`src/rtl/gf2rta_pkg.sv`:
```
package gf2rta_pkg;

    // Item kinds on the input channel; the fourth code is ignored.
    typedef enum logic [1:0] {
        KIND_ADD   = 2'd0,
        KIND_READ  = 2'd1,
        KIND_CLEAR = 2'd2
    } kind_t;

    // Commands from the controller to the datapath.
    typedef struct packed {
        logic load;      // capture the accepted word and set up the row address
        logic step;      // advance the row sweep by one row
        logic clr_wr;    // write zero to the current row
        logic rmw;       // read the current row for a read-modify-write
        logic out_load;  // load the output register from the read data, or zero for an out-of-range read
    } cmd_t;

    // Status from the datapath to the controller.
    typedef struct packed {
        logic last;      // the sweep is at the final row
    } status_t;

endpackage

```
`src/rtl/gf2rta_ctrl.sv`:
```
module gf2rta_ctrl (
    input  logic                  aclk,
    input  logic                  aresetn,
    input  logic                  s_valid,
    output logic                  s_ready,
    input  logic [1:0]            s_kind,
    output logic                  m_valid,
    input  logic                  m_ready,
    output gf2rta_pkg::cmd_t      cmd,
    input  gf2rta_pkg::status_t   status
);

    typedef enum logic [6:0] {
        ST_INIT    = 7'b0000001,
        ST_IDLE    = 7'b0000010,
        ST_ADD     = 7'b0000100,
        ST_DRAIN   = 7'b0001000,
        ST_CLEAR   = 7'b0010000,
        ST_RD_ADDR = 7'b0100000,
        ST_RD_DATA = 7'b1000000
    } state_t;

    state_t state_reg, state_next;
    logic   out_valid_reg, out_valid_next;
    logic   accept;

    assign s_ready = (state_reg == ST_IDLE);
    assign accept  = s_valid && s_ready;

    assign cmd.load     = accept;
    assign cmd.step     = (state_reg == ST_INIT) || (state_reg == ST_CLEAR) ||
                          (state_reg == ST_ADD);
    assign cmd.clr_wr   = (state_reg == ST_INIT) || (state_reg == ST_CLEAR);
    assign cmd.rmw      = (state_reg == ST_ADD);
    assign cmd.out_load = (state_reg == ST_RD_DATA) && (!out_valid_reg || m_ready);

    always_comb begin
        state_next = state_reg;
        unique case (state_reg)
            ST_INIT: begin
                if (status.last) state_next = ST_IDLE;
            end
            ST_IDLE: begin
                if (accept) begin
                    unique case (s_kind)
                        gf2rta_pkg::KIND_ADD:   state_next = ST_ADD;
                        gf2rta_pkg::KIND_READ:  state_next = ST_RD_ADDR;
                        gf2rta_pkg::KIND_CLEAR: state_next = ST_CLEAR;
                        default:                state_next = ST_IDLE;
                    endcase
                end
            end
            ST_ADD: begin
                if (status.last) state_next = ST_DRAIN;
            end
            ST_DRAIN:   state_next = ST_IDLE;
            ST_CLEAR: begin
                if (status.last) state_next = ST_IDLE;
            end
            ST_RD_ADDR: state_next = ST_RD_DATA;
            ST_RD_DATA: begin
                if (cmd.out_load) state_next = ST_IDLE;
            end
            default:    state_next = ST_INIT;
        endcase
    end

    always_comb begin
        if (cmd.out_load) begin
            out_valid_next = 1'b1;
        end else if (m_ready) begin
            out_valid_next = 1'b0;
        end else begin
            out_valid_next = out_valid_reg;
        end
    end

    always_ff @(posedge aclk) begin
        if (!aresetn) begin
            state_reg     <= ST_INIT;
            out_valid_reg <= 1'b0;
        end else begin
            state_reg     <= state_next;
            out_valid_reg <= out_valid_next;
        end
    end

    assign m_valid = out_valid_reg;

    a_add_drains: assert property (@(posedge aclk) disable iff (!aresetn)
        (state_reg == ST_ADD && status.last) |=> (state_reg == ST_DRAIN))
        else $error("add sweep ended without write-back cycle");

    a_rd_data_entry: assert property (@(posedge aclk) disable iff (!aresetn)
        $rose(state_reg == ST_RD_DATA) |-> ($past(state_reg) == ST_RD_ADDR))
        else $error("read data state entered without address cycle");

    a_no_overwrite: assert property (@(posedge aclk) disable iff (!aresetn)
        (out_valid_reg && !m_ready) |-> !cmd.out_load)
        else $error("output register overwritten before it was taken");

endmodule

```
`config.mk`:
```
export PLATFORM = sky130hd
export DESIGN_NAME = gf2rta_ctrl
export DESIGN_NICKNAME = d
export VERILOG_FILES = /design/src/rtl/gf2rta_pkg.sv /design/src/rtl/gf2rta_ctrl.sv
export SDC_FILE = /design/constraint.sdc
export NUM_CORES = 1
export LEC_CHECK = 0
export BUFFER_PORTS_ARGS = -buffer_cell sky130_fd_sc_hd__clkbuf_2
export CORE_AREA = 8 8 45 47
export CTS_CLUSTER_SIZE = 40
export DETAILED_ROUTE_END_ITERATION = 8
export DIE_AREA = 0 0 53 55
export GPL_ROUTABILITY_DRIVEN = 0
export GPL_TIMING_DRIVEN = 0
export MAX_ROUTING_LAYER = met4
export PLACE_DENSITY = 0.67
export SYNTH_ARGS = -nofsm -noshare
export SYNTH_HDL_FRONTEND = slang
export SYNTH_SLANG_ARGS = --single-unit
```
`constraint.sdc`:
```
create_clock -name aclk -period 1.5 [get_ports aclk]
set_input_delay 0.225 -clock aclk [delete_from_list [all_inputs] [get_ports aclk]]
set_output_delay 0.225 -clock aclk [all_outputs]
set_load 0.02 [all_outputs]
```
==> results.md <==
- The flow ran to the end, but the final reports show violations.
- The final reports fail on setup timing.
- The die is 55 µm tall.
- For the pin with the worst max-slew slack, the measured transition is 0.295 ns.
- The post-route clock period utilization is 114%.
- The summed instance area of the synthesized netlist is 582 µm².
- In this run the count of I/O pins placed on the die edge is 14.
- The clock-pin slew reported for the worst setup and hold paths after clock tree synthesis is 0.05 ns.
- The end point of the critical path is cmd[3].
- Hold repair after CTS inserted 0 buffers.
- The worst slew margin relative to its limit is 80.3%.
- The number of hold violations in the final report is 0.
- Hold is met by 0.181 ns.
- After detailed routing, the average wire length per cell comes to 12.9 µm.
- The sink count of the clock tree is 8.
- The power consumption is 1.02 mW.
- The filler cell count is 115.
- The first global-routing pass estimated 2.33 mm of wire.
- The worst setup path is captured at an output port.
- Before CTS, the worst setup slack after placement is -0.0538 ns.
- The total negative setup slack is -0.749 ns.
- The setup clock skew after layout is 0.00391 ns.
- Summed over its instances, the top area cell type makes up 27.5% of the synthesized netlist area.
- After global routing the overflow that remains totals 0.
- The total wirelength of the detailed-routed design is 1.45 mm.
- The critical path launch point is state_reg[3].
- The critical path is of the register to output port type.
- Buffers placed on the I/O ports in this run total 13.
- Dividing the detail-routed via count by the number of cells gives 5.50.
- The ratio of cells with drive above 1 in the final layout is 46.9%.
- Dividing total power by cell area gives a power density of 1210 nW/µm².
- The area growth from synthesis to layout is 44.1%.
- In the final design database the tool counted 105 nets.
- The synthesized design spends more area on one cell type than any other, namely sky130_fd_sc_hd__dfxtp_1.
- Counting flops with an async set or reset pin after synthesis yields a share of 0%.
- The number of enable-type register cells in the synthesized netlist is 0.
- The flip-flop and latch count after synthesis is 8.
- The clock latency of the later-clocked register in the worst-skew pair is 0.25 ns.
- In this run the worst hold path is classified as input pin to register.
- The maximum number of pins on one net before global-route repair is 11.
- The number of global-route vias before repair is 583.
- The post-route cell area is 838 µm².
- The flip-flop count of the largest register, all copies and words added is 7.
- The count of synthesis-stage warnings from yosys is 0.
- VDD sags by at most 671 µV.
- The distinct cell type count of the synthesized netlist is 34.
- The remaining number of nets flagged by the antenna check after routing is 0.
- The slack of the worst reg-to-reg path is -0.03 ns.
- The number of buffers inserted during clock tree synthesis is 3.
- The start of the worst register-to-register path is state_reg[3].
- Row generation in the floorplan step produced 14 rows.
- Setup violations remaining at the end of the flow were counted as 6.
- The first detailed-routing pass took 4 iterations.
- Max-cap violations in this run came to 0.
- After layout, the worst setup slack is -0.212 ns.
- The repair_antennas step left the layout with diodes totalling 0.
- The required time of the worst setup path is 1.27 ns.
- Along the worst path, the maximum fanout reaches 7.
- The worst setup path is launched from a register.
- Synthesis produced a netlist whose cell count is 74.
- The routed layout has 616 vias.
- A synthesized cell averages 7.86 µm².
- The most instantiated flip-flop cell in the synthesis netlist is sky130_fd_sc_hd__dfxtp_1.
- The buffer type at the clock tree root is sky130_fd_sc_hd__clkbuf_4.
- The standby leakage power is 0.381 nW.
- In this run the number of H-tree levels came out at 1.
- The maximum frequency from static timing analysis is 584 MHz.
- The area enclosed by the die boundary is 2920 µm².
- The maximum count of clock buffers along a single path is 2.
- The core region area is 1380 µm².
- Yosys attributes the largest share of cell area to sky130_fd_sc_hd__dfxtp_1 (28%), sky130_fd_sc_hd__xor2_1 (6.0%), sky130_fd_sc_hd__nor2_1 (5.2%), sky130_fd_sc_hd__buf_4 (3.9%), sky130_fd_sc_hd__nor4_4 (3.7%).
- Setup repair after global routing could not meet its margin everywhere.
- The number of antenna violations at the first check in global routing came to 0.
- The placed wire-length estimate after detailed placement is 999 µm.
- The number of nets in the synthesized netlist is 81.
- The detailed router finished its first iteration with 17 violations.
- The number of pins with negative max-slew slack in the final report came to 0.
- The initial core utilization is 42.0%.
- The worst endpoint data arrival time is 1.49 ns.
- The number of cells on the worst reg-to-reg path is 7.
- The x dimension of the die is 53 µm.
- The commonest cells after synthesis are sky130_fd_sc_hd__dfxtp_1 (8), sky130_fd_sc_hd__nor2_1 (8).
- The number of remaining DRC errors is 0.
- The endpoint identified for the worst register-to-register timing path is state_reg[0].
- The fraction of the yosys area taken by sequential cells is 27.5%.
- The post-placement cell area is 688 µm².
- The final critical-path required period is 1.71 ns.
- In the global route stage, overall resource usage came out at 11.4%.
- The TritonCTS clock tree is yes.
## stage by stage
| step | utilization, % | std cells |
|---|---|---|
| 2_1_floorplan | - | 74 |
| 4_1_cts | 57.2 | 109 |
| 5_1_grt | 60.6 | 112 |
| 6_report | 60.6 | 112 |
| 3_3_place_gp | 49.7 | 103 |
| 3_5_place_dp | 49.7 | 103 |
## worst min path at each step
stage / start / to / slack (ns) / cells past startpoint
5_1_grt: s_kind[0] / state_reg[2] / 0.19 / 2
6_report: s_kind[0] / state_reg[2] / 0.18 / 2
2_1_floorplan: s_kind[0] / state_reg[2] / 0.32 / 1
4_1_cts: s_kind[0] / state_reg[2] / 0.17 / 2
3_5_place_dp: s_kind[0] / state_reg[2] / 0.44 / 2
3_3_place_gp: s_kind[0] / state_reg[2] / 0.45 / 2
## cells in the final DEF, fill, tap and decap left out, types with 2 or more instances in the layout
| cell | n |
|---|---|
| sky130_fd_sc_hd__buf_4 | 10 |
| sky130_fd_sc_hd__clkbuf_2 | 7 |
| sky130_fd_sc_hd__nor2_1 | 6 |
| sky130_fd_sc_hd__buf_6 | 5 |
| sky130_fd_sc_hd__clkbuf_4 | 5 |
| sky130_fd_sc_hd__xor2_1 | 4 |
| sky130_fd_sc_hd__nand2_1 | 4 |
| sky130_fd_sc_hd__o21ai_0 | 4 |
| sky130_fd_sc_hd__dfxtp_1 | 4 |
| sky130_fd_sc_hd__dfxtp_2 | 4 |
| sky130_fd_sc_hd__nand4_1 | 3 |
| sky130_fd_sc_hd__inv_1 | 3 |
| sky130_fd_sc_hd__a21oi_1 | 3 |
| sky130_fd_sc_hd__nor2_2 | 2 |
| sky130_fd_sc_hd__nand2b_1 | 2 |
| sky130_fd_sc_hd__nand3_1 | 2 |
| sky130_fd_sc_hd__nor3_1 | 2 |
| sky130_fd_sc_hd__o211ai_1 | 2 |
| sky130_fd_sc_hd__buf_8 | 2 |
## final cells by class
cell class                      instances  area, µm²  share of cell area, %
Buffer                                  7       67.6                   8.06
Clock buffer                            3       22.5                   2.69
Inverter                                4       15.0                   1.79
Multi-Input combinational cell         54        390                   46.6
Sequential cell                         8        165                   19.7
Tap cell                               16       20.0                   2.39
Timing Repair Buffer                   20        158                   18.8
## per-layer routing
| layer | wire length (µm) | vias to the layer above | track usage [%] |
|---|---|---|---|
| met5 | 0 | - | - |
| met4 | 44 | 0 | 10.3 |
| met1 | 570 | 284 | 10.7 |
| met3 | 37 | 4 | 1.87 |
| li1 | - | 305 | - |
| met2 | 797 | 23 | 19.7 |
## timing repair
item                                    CTS  global route
resized for setup                        19             8
buffers inserted                          4             3
pin swaps                                 6             3
endpoints found under the setup margin    7             9
## cells by family (layout without fill, tap and decap cells)
kind of cell / count (synthesis) / after routing / synth area share (%)
AOI/OAI and AO/OA: 17 / 17 / 18.9
xor gates and xnor gates: 5 / 5 / 7.53
buffers and inverters: 12 / 34 / 11.8
DFF: 8 / 8 / 27.5
and+or+nand+nor: 32 / 32 / 34.2
## where the power goes
| group | leakage, nW | switching [mW] | total, mW | internal, mW |
|---|---|---|---|---|
| clock network | 0.0138 | 0.0684 | 0.160 | 0.0912 |
| logic | 0.301 | 0.260 | 0.571 | 0.311 |
| registers | 0.0663 | 0.0464 | 0.287 | 0.241 |
## worst max-delay path, stage by stage, from the launching register on
cell	delay (ns)
sky130_fd_sc_hd__dfxtp_2	0.31
sky130_fd_sc_hd__buf_6	0.13
sky130_fd_sc_hd__nor4_4	0.31
sky130_fd_sc_hd__and3_4	0.26
sky130_fd_sc_hd__or2_4	0.13
sky130_fd_sc_hd__buf_8	0.10
Power figures use the tool's default switching activity.
